$ cat config.mk
export PLATFORM = sky130hd
export DESIGN_NAME = bounded_string_escaper
export DESIGN_NICKNAME = d
export VERILOG_FILES = /design/src/sv/bse_pkg.sv /design/src/sv/bounded_string_escaper.sv /design/src/sv/bse_fifo.sv /design/src/sv/bse_front.sv /design/src/sv/bse_back.sv
export VERILOG_INCLUDE_DIRS = /design/src /design/src/sv
export SDC_FILE = /design/constraint.sdc
export NUM_CORES = 1
export LEC_CHECK = 0
export BUFFER_PORTS_ARGS = -buffer_cell sky130_fd_sc_hd__buf_4
export CORE_MARGIN = 4
export CORE_UTILIZATION = 25
export CTS_BUF_LIST = sky130_fd_sc_hd__clkbuf_8
export DETAILED_ROUTE_END_ITERATION = 8
export GPL_ROUTABILITY_DRIVEN = 0
export PLACE_DENSITY = 0.5
export REMOVE_ABC_BUFFERS = 1
export SLEW_MARGIN = 10
export SYNTH_ARGS = -nofsm -noshare
export SYNTH_HDL_FRONTEND = slang
export SYNTH_SLANG_ARGS = --single-unit
$ cat constraint.sdc
create_clock -name clk_i -period 6.5 [get_ports clk_i]
set_clock_uncertainty 0.1 [all_clocks]
set_input_delay 0.65 -clock clk_i [delete_from_list [all_inputs] [get_ports clk_i]]
set_output_delay 0.65 -clock clk_i [all_outputs]
set_load 0.03 [all_outputs]
$ cat src/sv/bounded_string_escaper_defines.svh
// assertion macros shared by the escaper rtl
`ifndef BOUNDED_STRING_ESCAPER_DEFINES_SVH
`define BOUNDED_STRING_ESCAPER_DEFINES_SVH
`ifndef ASSERT_OFF
// checked property, disabled while reset is asserted
`define BSE_ASSERT(lbl, clk, rst_n, prop) \
  lbl: assert property (@(posedge clk) disable iff (!rst_n) prop) \
    else $error("bse assertion failed");
// checked property that also holds during reset
`define BSE_ASSERT_ALWAYS(lbl, clk, prop) \
  lbl: assert property (@(posedge clk) prop) \
    else $error("bse assertion failed");
`else
`define BSE_ASSERT(lbl, clk, rst_n, prop)
`define BSE_ASSERT_ALWAYS(lbl, clk, prop)
`endif
`endif

$ cat src/sv/bse_pkg.sv
// types, constants and helper functions of the string escaper
`timescale 1ns / 1ps
package bse_pkg;

  // input modes
  localparam logic [1:0] MODE_BYTE = 2'd0;
  localparam logic [1:0] MODE_END  = 2'd1;
  localparam logic [1:0] MODE_NULL = 2'd2;

  // characters
  localparam logic [7:0] CH_NUL    = 8'h00;
  localparam logic [7:0] CH_TAB    = 8'h09;
  localparam logic [7:0] CH_LF     = 8'h0a;
  localparam logic [7:0] CH_CR     = 8'h0d;
  localparam logic [7:0] CH_QUOTE  = 8'h22;
  localparam logic [7:0] CH_BSLASH = 8'h5c;
  localparam logic [7:0] CH_LOW_N  = 8'h6e;
  localparam logic [7:0] CH_LOW_R  = 8'h72;
  localparam logic [7:0] CH_LOW_T  = 8'h74;
  localparam logic [7:0] CH_LOW_X  = 8'h78;
  localparam logic [7:0] CTRL_LIMIT = 8'h20;
  localparam logic [7:0] CH_DEL     = 8'h7f;

  localparam logic [15:0] MIN_CAP  = 16'd3;
  localparam logic [15:0] FULL_NULL_CAP = 16'd9;
  localparam logic [2:0]  NULL_LEN = 3'd6;

  // what the back end has to emit for one queued command
  typedef enum logic [2:0] {
    ACT_NONE,
    ACT_PLAIN,
    ACT_PAIR,
    ACT_HEX,
    ACT_END,
    ACT_NULLSTR,
    ACT_NUL,
    ACT_EMPTY
  } act_e;

  typedef struct packed {
    logic       open;      // opening quote goes out first
    act_e       act;
    logic [7:0] data;      // plain byte, escape letter or byte to hex
    logic [2:0] null_len;  // chars of (null) that fit
  } cmd_t;

  function automatic logic [7:0] hex_digit(input logic [3:0] nib);
    logic [7:0] r;
    if (nib < 4'd10) begin
      r = 8'h30 + {4'd0, nib};
    end else begin
      r = 8'h57 + {4'd0, nib};
    end
    return r;
  endfunction

  function automatic logic [7:0] null_char(input logic [2:0] idx);
    logic [7:0] r;
    case (idx)
      3'd0: r = 8'h28;
      3'd1: r = 8'h6e;
      3'd2: r = 8'h75;
      3'd3: r = 8'h6c;
      3'd4: r = 8'h6c;
      3'd5: r = 8'h29;
      default: r = CH_NUL;
    endcase
    return r;
  endfunction

endpackage

$ cat src/sv/bounded_string_escaper.sv
// top level of the bounded string escaper: front, command queue and back
//
//  channel   direction  handshake            payload
//  input     in         push / full          mode_i, in_byte_i
//  result    out        pop / empty          out_byte_o, is_last_o, nothing_written_o
//  config    in         cfg_we_i             cfg_wdata_i (out_capacity)
//
// the front takes one item per cycle while the command queue has room.
// the back emits one result byte per cycle while the reader keeps up, so a string
// byte becomes 1 to 4 bytes (one more with the opening quote) and a null marker up
// to 9. the output register frees each cycle it is popped; a stalled reader backs
// up into the queue and then raises full. reset clears the control state and sets
// the capacity to 0; data registers are not reset, and there is no clearing pass.
`timescale 1ns / 1ps
module bounded_string_escaper #(
  parameter int unsigned QUEUE_DEPTH = 4
) (
  input  logic        clk_i,
  input  logic        rst_ni,
  input  logic        cfg_we_i,
  input  logic [15:0] cfg_wdata_i,
  input  logic        push,
  output logic        full,
  input  logic [1:0]  mode_i,
  input  logic [7:0]  in_byte_i,
  input  logic        pop,
  output logic        empty,
  output logic [7:0]  out_byte_o,
  output logic        is_last_o,
  output logic        nothing_written_o
);

  bse_pkg::cmd_t front_cmd, back_cmd;
  logic          cmd_push, cmd_pop, cmd_valid;

  bse_front u_front (
    .clk_i       (clk_i),
    .rst_ni      (rst_ni),
    .cfg_we_i    (cfg_we_i),
    .cfg_wdata_i (cfg_wdata_i),
    .push_i      (push),
    .mode_i      (mode_i),
    .in_byte_i   (in_byte_i),
    .q_full_i    (full),
    .cmd_push_o  (cmd_push),
    .cmd_o       (front_cmd)
  );

  bse_fifo #(
    .DEPTH (QUEUE_DEPTH)
  ) u_fifo (
    .clk_i   (clk_i),
    .rst_ni  (rst_ni),
    .push_i  (cmd_push),
    .wdata_i (front_cmd),
    .full_o  (full),
    .pop_i   (cmd_pop),
    .valid_o (cmd_valid),
    .rdata_o (back_cmd)
  );

  bse_back u_back (
    .clk_i             (clk_i),
    .rst_ni            (rst_ni),
    .cmd_valid_i       (cmd_valid),
    .cmd_i             (back_cmd),
    .cmd_pop_o         (cmd_pop),
    .out_pop_i         (pop),
    .out_empty_o       (empty),
    .out_byte_o        (out_byte_o),
    .is_last_o         (is_last_o),
    .nothing_written_o (nothing_written_o)
  );

endmodule

$ cat src/sv/bse_fifo.sv
// small command queue between the classifying front and the emitting back
`timescale 1ns / 1ps
`include "bounded_string_escaper_defines.svh"
module bse_fifo #(
  parameter int unsigned DEPTH = 4
) (
  input  logic          clk_i,
  input  logic          rst_ni,
  input  logic          push_i,
  input  bse_pkg::cmd_t wdata_i,
  output logic          full_o,
  input  logic          pop_i,
  output logic          valid_o,
  output bse_pkg::cmd_t rdata_o
);

  localparam int unsigned PtrW = (DEPTH > 1) ? $clog2(DEPTH) : 1;
  localparam int unsigned CntW = $clog2(DEPTH + 1);

  bse_pkg::cmd_t mem_q [DEPTH];
  logic [PtrW-1:0] wptr_q, wptr_d, rptr_q, rptr_d;
  logic [CntW-1:0] count_q, count_d;
  logic wr, rd;

  assign full_o  = (count_q == CntW'(DEPTH));
  assign valid_o = (count_q != '0);
  assign wr      = push_i && !full_o;
  assign rd      = pop_i && valid_o;
  assign rdata_o = mem_q[rptr_q];

  always_comb begin
    wptr_d  = wptr_q;
    rptr_d  = rptr_q;
    count_d = count_q;
    if (wr) begin
      wptr_d = (wptr_q == PtrW'(DEPTH - 1)) ? '0 : wptr_q + 1'b1;
    end
    if (rd) begin
      rptr_d = (rptr_q == PtrW'(DEPTH - 1)) ? '0 : rptr_q + 1'b1;
    end
    if (wr && !rd) begin
      count_d = count_q + 1'b1;
    end else if (rd && !wr) begin
      count_d = count_q - 1'b1;
    end
  end

  always_ff @(posedge clk_i or negedge rst_ni) begin
    if (!rst_ni) begin
      wptr_q  <= '0;
      rptr_q  <= '0;
      count_q <= '0;
    end else begin
      wptr_q  <= wptr_d;
      rptr_q  <= rptr_d;
      count_q <= count_d;
    end
  end

  always_ff @(posedge clk_i) begin
    if (wr) begin
      mem_q[wptr_q] <= wdata_i;
    end
  end

  `BSE_ASSERT_ALWAYS(a_count_bound, clk_i, !rst_ni || count_q <= CntW'(DEPTH))
  `BSE_ASSERT(a_count_up, clk_i, rst_ni, wr && !rd |=> count_q == $past(count_q) + 1'b1)
  `BSE_ASSERT(a_count_down, clk_i, rst_ni, rd && !wr |=> count_q == $past(count_q) - 1'b1)

endmodule

$ cat src/sv/bse_front.sv
// front end: capacity register, budget bookkeeping and item classification
`timescale 1ns / 1ps
module bse_front (
  input  logic          clk_i,
  input  logic          rst_ni,
  input  logic          cfg_we_i,
  input  logic [15:0]   cfg_wdata_i,
  input  logic          push_i,
  input  logic [1:0]    mode_i,
  input  logic [7:0]    in_byte_i,
  input  logic          q_full_i,
  output logic          cmd_push_o,
  output bse_pkg::cmd_t cmd_o
);

  logic [15:0] cap_q;
  logic [15:0] w_q, w_d;
  logic        open_q, open_d;
  logic        trunc_q, trunc_d;

  logic        accept;
  logic        emit;
  logic        cap_ok;
  logic        open_new;
  logic [15:0] w_base;
  logic [16:0] w17, cap17;
  logic [2:0]  len;
  logic        special;
  logic [7:0]  esc_char;
  logic        ctrl;

  assign accept = push_i && !q_full_i;
  assign cap_ok = (cap_q >= bse_pkg::MIN_CAP);

  // escape pairs and their letters
  always_comb begin
    special  = 1'b1;
    esc_char = in_byte_i;
    case (in_byte_i)
      bse_pkg::CH_LF:     esc_char = bse_pkg::CH_LOW_N;
      bse_pkg::CH_TAB:    esc_char = bse_pkg::CH_LOW_T;
      bse_pkg::CH_CR:     esc_char = bse_pkg::CH_LOW_R;
      bse_pkg::CH_BSLASH: esc_char = in_byte_i;
      bse_pkg::CH_QUOTE:  esc_char = in_byte_i;
      default:            special  = 1'b0;
    endcase
  end

  assign ctrl = (in_byte_i < bse_pkg::CTRL_LIMIT) || (in_byte_i >= bse_pkg::CH_DEL);

  always_comb begin
    cmd_o    = '{open: 1'b0, act: bse_pkg::ACT_NONE, data: in_byte_i, null_len: 3'd0};
    emit     = 1'b0;
    len      = 3'd0;
    w_d      = w_q;
    open_d   = open_q;
    trunc_d  = trunc_q;
    open_new = !open_q && cap_ok;
    // the opening quote counts before the byte's own budget test
    w_base   = open_new ? 16'd1 : w_q;
    w17      = {1'b0, w_base};
    cap17    = {1'b0, cap_q};
    case (mode_i)
      bse_pkg::MODE_BYTE: begin
        cmd_o.open = open_new;
        if (cap_ok && !trunc_q) begin
          if (!(w17 + 17'd2 < cap17)) begin
            trunc_d = 1'b1;
          end else if (special) begin
            if (w17 + 17'd3 < cap17) begin
              cmd_o.act  = bse_pkg::ACT_PAIR;
              cmd_o.data = esc_char;
              len        = 3'd2;
            end else begin
              trunc_d = 1'b1;
            end
          end else if (ctrl) begin
            if (w17 + 17'd5 < cap17) begin
              cmd_o.act = bse_pkg::ACT_HEX;
              len       = 3'd4;
            end else begin
              trunc_d = 1'b1;
            end
          end else begin
            cmd_o.act = bse_pkg::ACT_PLAIN;
            len       = 3'd1;
          end
        end
        open_d = open_q | open_new;
        w_d    = w_base + 16'(len);
        emit   = open_new || (cmd_o.act != bse_pkg::ACT_NONE);
      end
      bse_pkg::MODE_END, bse_pkg::MODE_NULL: begin
        emit = 1'b1;
        if (!open_q && cap_q == 16'd0) begin
          cmd_o.act = bse_pkg::ACT_EMPTY;
        end else if (!open_q && !cap_ok) begin
          cmd_o.act = bse_pkg::ACT_NUL;
        end else begin
          cmd_o.open = !open_q;
          if (!open_q && mode_i == bse_pkg::MODE_NULL) begin
            cmd_o.act      = bse_pkg::ACT_NULLSTR;
            cmd_o.null_len = (cap_q >= bse_pkg::FULL_NULL_CAP) ? bse_pkg::NULL_LEN
                                                             : 3'(cap_q - bse_pkg::MIN_CAP);
          end else begin
            cmd_o.act = bse_pkg::ACT_END;
          end
        end
        w_d     = 16'd0;
        open_d  = 1'b0;
        trunc_d = 1'b0;
      end
      default: begin
        emit = 1'b0;
      end
    endcase
  end

  assign cmd_push_o = accept && emit;

  always_ff @(posedge clk_i or negedge rst_ni) begin
    if (!rst_ni) begin
      cap_q   <= 16'd0;
      w_q     <= 16'd0;
      open_q  <= 1'b0;
      trunc_q <= 1'b0;
    end else begin
      if (cfg_we_i) begin
        cap_q <= cfg_wdata_i;
      end
      if (accept) begin
        w_q     <= w_d;
        open_q  <= open_d;
        trunc_q <= trunc_d;
      end
    end
  end

endmodule

$ cat src/sv/bse_back.sv
// back end: expands queued commands into output bytes, one per cycle while the output is not stalled
`timescale 1ns / 1ps
`include "bounded_string_escaper_defines.svh"
module bse_back (
  input  logic          clk_i,
  input  logic          rst_ni,
  input  logic          cmd_valid_i,
  input  bse_pkg::cmd_t cmd_i,
  output logic          cmd_pop_o,
  input  logic          out_pop_i,
  output logic          out_empty_o,
  output logic [7:0]    out_byte_o,
  output logic          is_last_o,
  output logic          nothing_written_o
);

  logic [3:0] step_q, step_d;
  logic [3:0] len;
  logic [3:0] q;
  logic       last_step;
  logic       ld;
  logic [7:0] byte_c;
  logic       last_c, none_c;

  logic       out_valid_q;
  logic [7:0] byte_q;
  logic       last_q, none_q;

  always_comb begin
    case (cmd_i.act)
      bse_pkg::ACT_PLAIN:   len = 4'd1;
      bse_pkg::ACT_PAIR:    len = 4'd2;
      bse_pkg::ACT_HEX:     len = 4'd4;
      bse_pkg::ACT_END:     len = 4'd2;
      bse_pkg::ACT_NULLSTR: len = {1'b0, cmd_i.null_len} + 4'd2;
      bse_pkg::ACT_NUL:     len = 4'd1;
      bse_pkg::ACT_EMPTY:   len = 4'd1;
      default:              len = 4'd0;
    endcase
    len = len + {3'd0, cmd_i.open};
  end

  assign q         = step_q - {3'd0, cmd_i.open};
  assign last_step = (step_q == len - 4'd1);

  always_comb begin
    byte_c = bse_pkg::CH_NUL;
    last_c = 1'b0;
    none_c = 1'b0;
    if (cmd_i.open && step_q == 4'd0) begin
      byte_c = bse_pkg::CH_QUOTE;
    end else begin
      case (cmd_i.act)
        bse_pkg::ACT_PLAIN: byte_c = cmd_i.data;
        bse_pkg::ACT_PAIR:  byte_c = (q == 4'd0) ? bse_pkg::CH_BSLASH : cmd_i.data;
        bse_pkg::ACT_HEX: begin
          case (q[1:0])
            2'd0:    byte_c = bse_pkg::CH_BSLASH;
            2'd1:    byte_c = bse_pkg::CH_LOW_X;
            2'd2:    byte_c = bse_pkg::hex_digit(cmd_i.data[7:4]);
            default: byte_c = bse_pkg::hex_digit(cmd_i.data[3:0]);
          endcase
        end
        bse_pkg::ACT_END: begin
          byte_c = (q == 4'd0) ? bse_pkg::CH_QUOTE : bse_pkg::CH_NUL;
          last_c = (q != 4'd0);
        end
        bse_pkg::ACT_NULLSTR: begin
          if (q < {1'b0, cmd_i.null_len}) begin
            byte_c = bse_pkg::null_char(q[2:0]);
          end else if (q == {1'b0, cmd_i.null_len}) begin
            byte_c = bse_pkg::CH_QUOTE;
          end else begin
            last_c = 1'b1;
          end
        end
        bse_pkg::ACT_NUL: last_c = 1'b1;
        bse_pkg::ACT_EMPTY: begin
          last_c = 1'b1;
          none_c = 1'b1;
        end
        default: byte_c = bse_pkg::CH_NUL;
      endcase
    end
  end

  // output register takes a new byte whenever a command is queued and it is free or being drained
  assign ld        = cmd_valid_i && (!out_valid_q || out_pop_i);
  assign cmd_pop_o = ld && last_step;

  always_comb begin
    step_d = step_q;
    if (ld) begin
      step_d = last_step ? 4'd0 : step_q + 4'd1;
    end
  end

  always_ff @(posedge clk_i or negedge rst_ni) begin
    if (!rst_ni) begin
      step_q      <= 4'd0;
      out_valid_q <= 1'b0;
    end else begin
      step_q      <= step_d;
      out_valid_q <= ld || (out_valid_q && !out_pop_i);
    end
  end

  always_ff @(posedge clk_i) begin
    if (ld) begin
      byte_q <= byte_c;
      last_q <= last_c;
      none_q <= none_c;
    end
  end

  assign out_empty_o       = !out_valid_q;
  assign out_byte_o        = byte_q;
  assign is_last_o         = last_q;
  assign nothing_written_o = none_q;

  `BSE_ASSERT(a_step_in_cmd, clk_i, rst_ni, cmd_valid_i |-> step_q < len)
  `BSE_ASSERT(a_none_last, clk_i, rst_ni, out_valid_q && none_q |-> last_q && byte_q == bse_pkg::CH_NUL)
  `BSE_ASSERT(a_last_restart, clk_i, rst_ni, ld && last_c |=> step_q == 4'd0)

endmodule
* Word level (Yosys, flattened, before mapping) *
Memory sizes are Yosys's and may differ from the RTL's.
Cells that the tools add are included.

storage, ports and cells
  bits in writable memories = 60
  register bits = 56
  bits in latches = 0
  memories kept = 1
  logic and storage cells = 179
  ROM bits = 0
  output and inout bits = 12
  bits of input ports = 31

memory list
  memory        depth  width  rd ports  clocked after Yosys merged registers in  wr ports  line            RTL
  u_fifo.mem_q  4      15     1         0                                        1         bse_fifo.sv:20  bse_pkg::cmd_t mem_q [DEPTH];

cells by class
  $add $sub $neg = 18
  mux-type cells = 61
  eq/ne operators = 30
  reduce and logical (&&, ||, !) cells = 46
  order comparisons = 10
  bitwise gates (word level) = 1
  $mul = 0
  divide/modulo/power cells = 0
  shift-type cells = 0

operator list
  kind                     number
  $lt A17 B16 Y1           3
  $mux W3                  16
  $mux W8                  6
  $pmux W8 S3              2
  $pmux W8 S5              1
  $pmux W7 S5              1
  $add A16 B2 Y17 const B  2
  $mux W11                 3
  $pmux W16 S2             1
  $eq A8 B4 Y1 const B     3
  $eq A3 B3 Y1 const B     7
  $add A16 B3 Y17 const B  1
  $add A16 B3 Y16          1
  $add A7 B4 Y8 const A    2
  $ge A16 B2 Y1 const B    1
  $ge A16 B4 Y1 const B    1
  $logic_not A16 Y1        1
  $mux W16                 1
  $pmux W4 S4              1
  $logic_and A1 B1 Y1      15
  $mux W1                  15
  $add A6 B4 Y7 const A    2
  $eq A3 B2 Y1 const B     4
  $mux W6                  2
  44 further kinds         74

* Logic depth before layout (Yosys ltp) *
Gate-level depths: netlist of the first run.

  word-level depth = 20
  mapped depth = 29
  mapped depth without buffers = 27

* Modules after synthesis *
Synthesis of the first run repeated with hierarchy kept, for this count alone.

unflattened totals
  cell total of the unflattened synthesis = 878
  area total of the unflattened synthesis = 8536.9 sq um

by module, submodules not included
  module     times used  area each (sq um)  cells an instance  sequential area each (sq um)
  bse_front  1           4279.1             570                850.8
  bse_fifo   1           2673.8             116                1976.9
  bse_back   1           1584.0             192                425.4

* Worst setup path before layout of the first run *
OpenSTA, ideal clock, no wires.

  path type = flip-flop to flip-flop
  start point = register u_front.cap_q[0]
  end point = register u_front.w_q[14]
  setup time = 0.083 ns
  slack = 0.208 ns
  data arrival time = 6.109 ns
  required time = 6.317 ns
  cell stages (with the launch flop) = 28
  clock period less this slack = 6.292 ns
  buffers on the path = 3
  cell sequence = dfrtp_1 ha_1 nor3_1 a41oi_1 clkbuf_1 buf_2 nor2b_1 inv_1 ha_1 or3_1 clkbuf_1 or3_1 a21oi_1 ha_1 a21oi_1 nor2_1 o311ai_0 and3_1 nand3_1 nor2_1 inv_1 fa_1 nor2b_1 nor2_1 nor4b_2 nand4_1 o31a_1 o21ai_0

on the way
  word-level cells in the longest chain between the ends = 13
  elaborated cells on any way between the ends = 19
  classes of those cells = add/sub: 4; order compare: 4; mux: 9; reduce/logical: 2

ends and longest elaborated chain
  element                 line              RTL
  start, declared         bse_front.sv:16   logic [15:0] cap_q;
  start signal, assigned  bse_front.sv:129  cap_q <= cfg_wdata_i;
  $ge A16 B2 Y1           bse_front.sv:33   assign cap_ok = (cap_q >= bse_pkg::MIN_CAP);
  $logic_and A1 B1 Y1     bse_front.sv:58   open_new = !open_q && cap_ok;
  $mux W16                bse_front.sv:60   w_base = open_new ? 16'd1 : w_q;
  $add A16 B3 Y17         bse_front.sv:78   if (w17 + 17'd5 < cap17) begin
  $lt A17 B16 Y1          bse_front.sv:78
  $mux W3                 bse_front.sv:78
  $mux W3                 bse_front.sv:77   end else if (ctrl) begin
  $mux W3                 bse_front.sv:69   end else if (special) begin
  $mux W3                 bse_front.sv:67   if (!(w17 + 17'd2 < cap17)) begin
  $mux W3                 bse_front.sv:66   if (cap_ok && !trunc_q) begin
  $mux W3                 bse_front.sv:63   case (mode_i)
  $add A16 B3 Y16 *       bse_front.sv:90   w_d = w_base + 16'(len);
  $pmux W16 S2 *          bse_front.sv:63
  end signal, assigned    bse_front.sv:132  w_q <= w_d;
  end, declared           bse_front.sv:17   logic [15:0] w_q, w_d;

Every way passes the cells marked *; elsewhere a longest branch is shown, timed or not. The select of a mux whose other input is x is not followed.
A chain may end at the register's enable or synchronous reset.

* Final worst setup path of the first run *
  start point = register u_front.cap_q[0]
  end point = register u_front.w_q[13]

Same word-level chain as after synthesis.

==> results of run 1 <==
power by group through the flow:
stage               combinational, W  clock (W)  sequential (W)
detailed placement           0.00163          0         0.00108
floorplan                    0.00110          0         0.00113
finish                       0.00161   0.000625         0.00107
global placement             0.00162          0         0.00108
global route                 0.00181   0.000686         0.00109
CTS                          0.00164   0.000644         0.00107
layer usage:
| metal | routed length [um] | part of all wire (%) |
|---|---|---|
| met1 | 9819 | 45 |
| met2 | 10810 | 49 |
| met3 | 912 | 4.2 |
| met4 | 386 | 1.8 |
| met5 | 0 | 0 |
flip-flops by register name (all words and copies together), names as in the netlist, 2 cells and up:
register,count
u_back.out_byte_o,8
u_fifo.mem_q,60
u_fifo.rptr_q,2
u_front.cap_q,16
u_back.step_q,4
u_front.w_q,16
u_fifo.wptr_q,2
u_fifo.count_q,3
cells in the final DEF, fill, tap and decap left out, types with 21 or more instances in the layout:
cell,instances
buf_4,70
dfrtp_1,46
inv_1,45
nand3_1,21
ha_1,78
nand2_1,86
xnor2_1,23
edfxtp_1,70
o21ai_0,64
nor2_1,68
a21oi_1,53
worst max-delay path, delay by kind of cell (launching register included):
kind / cells / cell delay (ps)
adders and majority gates: 4 / 1180
buffers and inverters: 1 / 160
AOI/OAI and AO/OA: 7 / 1160
DFF: 1 / 380
xor gates and xnor gates: 1 / 130
and+or+nand+nor: 12 / 2830
worst max-delay path by stage:
stage	end	cells past startpoint
floorplan	u_front.w_q[14]$_DFFE_PN0P_	25
global placement	u_front.w_q[14]$_DFFE_PN0P_	26
detailed placement	u_front.w_q[13]$_DFFE_PN0P_	25
CTS	u_front.w_q[13]$_DFFE_PN0P_	25
global route	u_front.w_q[14]$_DFFE_PN0P_	27
finish	u_front.w_q[13]$_DFFE_PN0P_	25
area by class of cell:
cell class	count	area [um^2]	area share (%)
sequential	116	3253	34.43
timing repair buffer	70	525.5	5.562
inverter	45	168.9	1.788
tap	435	544.3	5.761
clock buffer	17	234.0	2.476
clock inverter	15	121.4	1.285
multi-input combinational	640	4601	48.70
synth_stat cells (3+ instances only):
cell type,number,area share (%)
and2_1,7,0.54
nor3_1,12,0.73
o21a_1,5,0.46
clkbuf_1,32,1.5
xnor2_1,23,2.5
or2_2,7,0.54
o31ai_1,9,0.83
mux4_2,15,4.1
or4_1,4,0.37
a22oi_1,4,0.37
a21o_1,13,1.2
a41oi_1,3,0.32
nand2_1,87,4.0
nor2_1,69,3.2
nor4b_1,4,0.43
dfrtp_1,46,14
buf_6,3,0.41
o21ai_0,64,3.9
xor2_1,18,1.9
buf_2,4,0.24
ha_1,78,12
a221oi_1,4,0.43
o22ai_1,4,0.31
nor3b_1,4,0.37
nor4_1,9,0.69
buf_1,4,0.18
a211oi_1,3,0.28
edfxtp_1,70,26
a31oi_1,8,0.61
inv_1,45,2.1
nand4_1,9,0.69
o311ai_0,5,0.54
a21oi_1,53,3.2
or3_1,17,1.3
nor2b_1,12,0.92
mux2_2,6,0.83
nand2b_1,13,0.99
and3_1,3,0.23
nand3_1,21,1.3
nor4_2,3,0.46
repair_timing:
action / 4_1_cts / 5_1_grt
resized for setup: 0 / 4
setup endpoints to repair: 0 / 7
hold buffers: 0 / 0
buffers inserted: 0 / 0
metrics by stage:
stage               instance area [um^2]  power, W
floorplan                           7985  0.002234
global placement                    9074  0.002700
detailed placement                  9074  0.002714
CTS                                 9429  0.003349
global route                        9448  0.003588
finish                              9448  0.003306
cell families (layout without fill, tap and decap cells):
family	Yosys count	in the layout
flops	116	116
simple gates	296	296
compound gates	200	200
fa+ha+maj	80	80
buf+inv	88	147
mux	23	23
xor+xnor	41	41
==> flow_summary_export.csv, run 1 <==
group,metric,value,unit
cells_and_area,nets,1001,
timing,slew_headroom,26.84,%
synth,synth-edff-count,70,
timing,setup_viol,0,
synth,synth_ff_type,"edfxtp_1",
placed_design,dpl.hpwl,16560,um
timing,slew_violations,0,
floorplan,die_area,35650,um^2
worst_setup_path,rrSetupSlack,460,ps
grt,grt_use_met2,21.10,%
synth,yosys.area_share.simple,18.51,%
cells_and_area,drive_above_1_share,16.17,%
worst_setup_path,cp-startpoint,"u_front.cap_q[0]$_DFFE_PN0P_",
clock_network,cts_sinks,116,
clock_network,cts_buffer_depth,2,
min_path,hold_path.class,"input port to asynchronous set/reset pin",
grt,antenna_found_initial,0,
clock_network,htree_num_levels,4,
grt,grt_max_degree,47,
timing,finalCriticalPeriod,6040,ps
timing,setup_ws,460.0,ps
routing,via_count,6579,
routing,vias_per_cell,4.917,
grt,grtUsageTotal,12.34,%
routing,drt_wl_total,21930,um
worst_setup_path,crit_slowest_cell,"or4_1",
worst_setup_path,cp-start-kind,"flop",
placed_design,place_inst,1306,
grt,grt_overflow,0,
timing,finalSetupTns,0,ps
synth,synthCells,844,
floorplan,row_count,65,
timing,rsz0062_at_grt,"no",
cells_and_area,synthToLayoutAreaGrowth,15.58,%
synth,syn_area,8174,um^2
synth,ys.warnings.count,0,
worst_setup_path,worstRegToRegCells,25,
pwr,p_clk_share,18.9,%
routing,wl_per_cell,16.39,um
synth,ys_seq_area_share,39.80,%
worst_setup_path,reg2reg_to,"u_front.w_q[13]$_DFFE_PN0P_",
worst_setup_path,critPathArrivalTime,6280,ps
floorplan,die_y,188.8,um
timing,hold_slack,114.1,ps
clock_network,clk_pin_slew_worst_paths,90,ps
cells_and_area,antenna_cells,0,
grt,grt_util_met1,15.84,%
routing,drt_iter0_markers,484,
routing,drc,0,
pwr,power_frac_comb,48.8,%
worst_setup_path,reg2reg_from,"u_front.cap_q[0]$_DFFE_PN0P_",
synth,yosys_register_bits,116,
pwr,internal-power,0.001886,W
cells_and_area,stdcell_count,1338,
synth,synth_mux_area_share,5.204,%
pwr,pwr-share-seq,32.3,%
placed_design,place_ws,384.7,ps
outcome,status,"complete, no violations",
clock_network,root_buffer,"clkbuf_8",
worst_setup_path,max_stage_delay,640,ps
worst_setup_path,cpMostUsedCell,"ha_1",
grt,grt_pass1_vias,6349,
timing,worstMarginPinSlew,1082,ps
floorplan,start_util,25.64,%
timing,fmax,165.6,MHz
placed_design,io_buffers,42,
synth,synth_xor_area_share,4.393,%
grt,grt_pass1_wl,34830,um
cells_and_area,utilization,29.64,%
job,drv_cap,0,
timing,fin_crit_sh,92.92,%
synth,avgSynthCellArea,9.685,um^2
synth,async_flop_share,39.66,%
pwr,switching_share,42.94,%
synth,synth_compound_area_share,15.29,%
pwr,p_sw,0.001419,W
floorplan,num_io_pins,43,
synth,synth.distinct_cells,71,
cells_and_area,fillers,3393,
clock_network,numCtsBuffers,17,
floorplan,fp.dieW,188.8,um
worst_setup_path,path_class,"flop to flop",
timing,hold_violations,0,
grt,grt-busiest-layer,"met2",
pwr,p_per_area,349.9,nW/um^2
clock_network,clock_latency,460,ps
clock_network,cts_tree,"done",
worst_setup_path,end_kind,"flop",
pwr,irDropWorstVdd,0.1367,mV
pwr,p_leak,3.693,nW
synth,synth_fa_ha_area_share,12.43,%
grt,grt_use_met3,2.668,%
worst_setup_path,critPathMaxFanout,7,
routing,antenna_left,0,
synth,synth_top_family_by_area,"simple AND/OR/NAND/NOR gates",
floorplan,core-area,31880,um^2
worst_setup_path,worstPathRequired,6740,ps
routing,dr.pass1.iters,5,
Note: power is estimated with default switching activity, not from simulation.
==> run 2: changes to the inputs <==
- PLACE_DENSITY: 0.5 -> 0.48
- clock period: 6.5 -> 7.4 ns (I/O delays scaled with it)
==> flow_summary_export.csv, run 2 (synthesis gave the netlist of run 1 again) <==
group,metric,value,unit
pwr,p_per_area,314.1,nW/um^2
worst_setup_path,cpMostUsedCell,"ha_1",
timing,setup_viol,0,
floorplan,row_count,65,
timing,finalCriticalPeriod,6548,ps
pwr,irDropWorstVdd,0.1314,mV
placed_design,io_buffers,42,
outcome,status,"complete, no violations",
worst_setup_path,crit_family,"simple AND/OR/NAND/NOR gates",
grt,grt_pass1_vias,6139,
grt,grt_overflow,0,
worst_setup_path,cp-start-kind,"flop",
timing,fin_crit_sh,88.48,%
floorplan,fp.dieW,188.8,um
floorplan,num_io_pins,43,
placed_design,dpl.hpwl,16150,um
cells_and_area,utilization,29.38,%
grt,grt_pass1_wl,34570,um
timing,worstMarginPinSlew,1071,ps
clock_network,clock_latency,440,ps
routing,drc,0,
routing,drt_iter0_markers,578,
pwr,total_power,0.002942,W
clock_network,htree_num_levels,4,
cells_and_area,drive_above_1_share,14.72,%
placed_design,placed_area,8976,um^2
clock_network,root_buffer,"clkbuf_8",
timing,slew_headroom,27.61,%
cells_and_area,regArea,3253,um^2
cells_and_area,multiInputGateArea,4582,um^2
routing,antenna_left,0,
cells_and_area,top_regs,"u_fifo.mem_q x60, u_front.cap_q x16, u_front.w_q x16",
clock_network,numCtsBuffers,17,
cells_and_area,antenna_cells,0,
cells_and_area,nets,988,
cells_and_area,largest_reg_flops,60,
clock_network,clk_pin_slew_worst_paths,90,ps
worst_setup_path,worstPathRequired,7630,ps
cells_and_area,fillers,3402,
min_path,hold_path.class,"input port to asynchronous set/reset pin",
routing,vias_per_cell,4.830,
timing,hold_violations,0,
cells_and_area,synthToLayoutAreaGrowth,14.57,%
floorplan,die_area,35650,um^2
routing,dr.pass1.iters,8,
routing,via_count,6400,
job,drv_cap,0,
timing,slew_violations,0,
cells_and_area,regMostFlops,"u_fifo.mem_q",
routing,wl_per_cell,16.21,um
grt,antenna_found_initial,0,
cells_and_area,final_common_cell,"nand2_1",
worst_setup_path,crit_slowest_cell,"or4_1",
worst_setup_path,path_class,"flop to flop",
worst_setup_path,cp_num_buf_inv,1,
timing,setup_ws,852.4,ps
cells_and_area,layout_common_cells,"nand2_1, ha_1, edfxtp_1, nor2_1, o21ai_0",
floorplan,core-area,31880,um^2
worst_setup_path,end_kind,"flop",
worst_setup_path,max_stage_delay,640,ps
clock_network,postCtsSetupBuffers,0,
floorplan,start_util,25.64,%
placed_design,place_ws,859.8,ps
routing,drt_wl_total,21480,um
clock_network,cts_sinks,116,
clock_network,cts_buffer_depth,2,
clock_network,cts_hold_buf,0,
clock_network,cts_tree,"done",
grt,grtUsageTotal,12.12,%
clock_network,ctsResizeCount,0,
cells_and_area,stdcell_area,9365,um^2
worst_setup_path,critPathArrivalTime,6770,ps
timing,rsz0062_at_grt,"no",
floorplan,die_y,188.8,um
timing,fmax,152.7,MHz
worst_setup_path,critPathMaxFanout,9,
pwr,p_leak,3.649,nW
grt,grt_max_degree,47,
timing,finalSetupTns,0,ps
[run 2: cell types whose count changed in the layout (fill, tap and decap cells not counted), moves of 2 or more]
cell,before,now
inv_6,7,9
inv_8,0,2
buf_4,70,57
clkinvlp_4,4,2
clkinv_4,3,1
[run 2: layout make-up]
cell class | count | area share, %
clock inverter | 15 | 1.657
multi-input combinational | 640 | 48.92
tap | 435 | 5.812
inverter | 45 | 1.804
sequential | 116 | 34.74
clock buffer | 17 | 2.498
timing repair buffer | 57 | 4.569
[run 2: report_power, final]
group	internal (W)	leakage, nW	switching (W)
Clock	0.000280	0.194	0.000317
Sequential	0.000834	1.24	0.000102
Combinational	0.000577	2.22	0.000832
Total	0.00169	3.65	0.00125
[run 2: layer usage]
layer,part of all wire (%),GRT usage (%),vias to the layer above
met4,0.75,1.990,0
met1,46,15.81,3102
met2,50,21.33,125
met3,3.3,2.242,12
li1,-,-,3161
met5,0,0,-
[run 2: final timing paths]
path | startpoint | end | slack (ps) | cells past startpoint
max | u_front.cap_q[0]$_DFFE_PN0P_ | u_front.w_q[13]$_DFFE_PN0P_ | 850 | 25
min | rst_ni | u_front.cap_q[14]$_DFFE_PN0P_ | 230 | 1
max reg2reg | u_front.cap_q[0]$_DFFE_PN0P_ | u_front.w_q[13]$_DFFE_PN0P_ | 850 | 25
min reg2reg | u_fifo.count_q[2]$_DFFE_PN0P_ | u_fifo.count_q[2]$_DFFE_PN0P_ | 390 | 1
max in group asynchronous | rst_ni | u_front.w_q[0]$_DFFE_PN0P_ | 6530 | 1
min in group clk_i | pop | u_back.out_valid_q$_DFF_PN0_ | 390 | 2
[run 2: stage by stage]
step | instances | hold slack (ps)
6_report | 1325 | 231.2
5_1_grt | 1325 | 250.4
4_1_cts | 1325 | 227.2
3_5_place_dp | 1293 | 376.5
3_3_place_gp | 1293 | 371.9
2_1_floorplan | 801 | 344.4
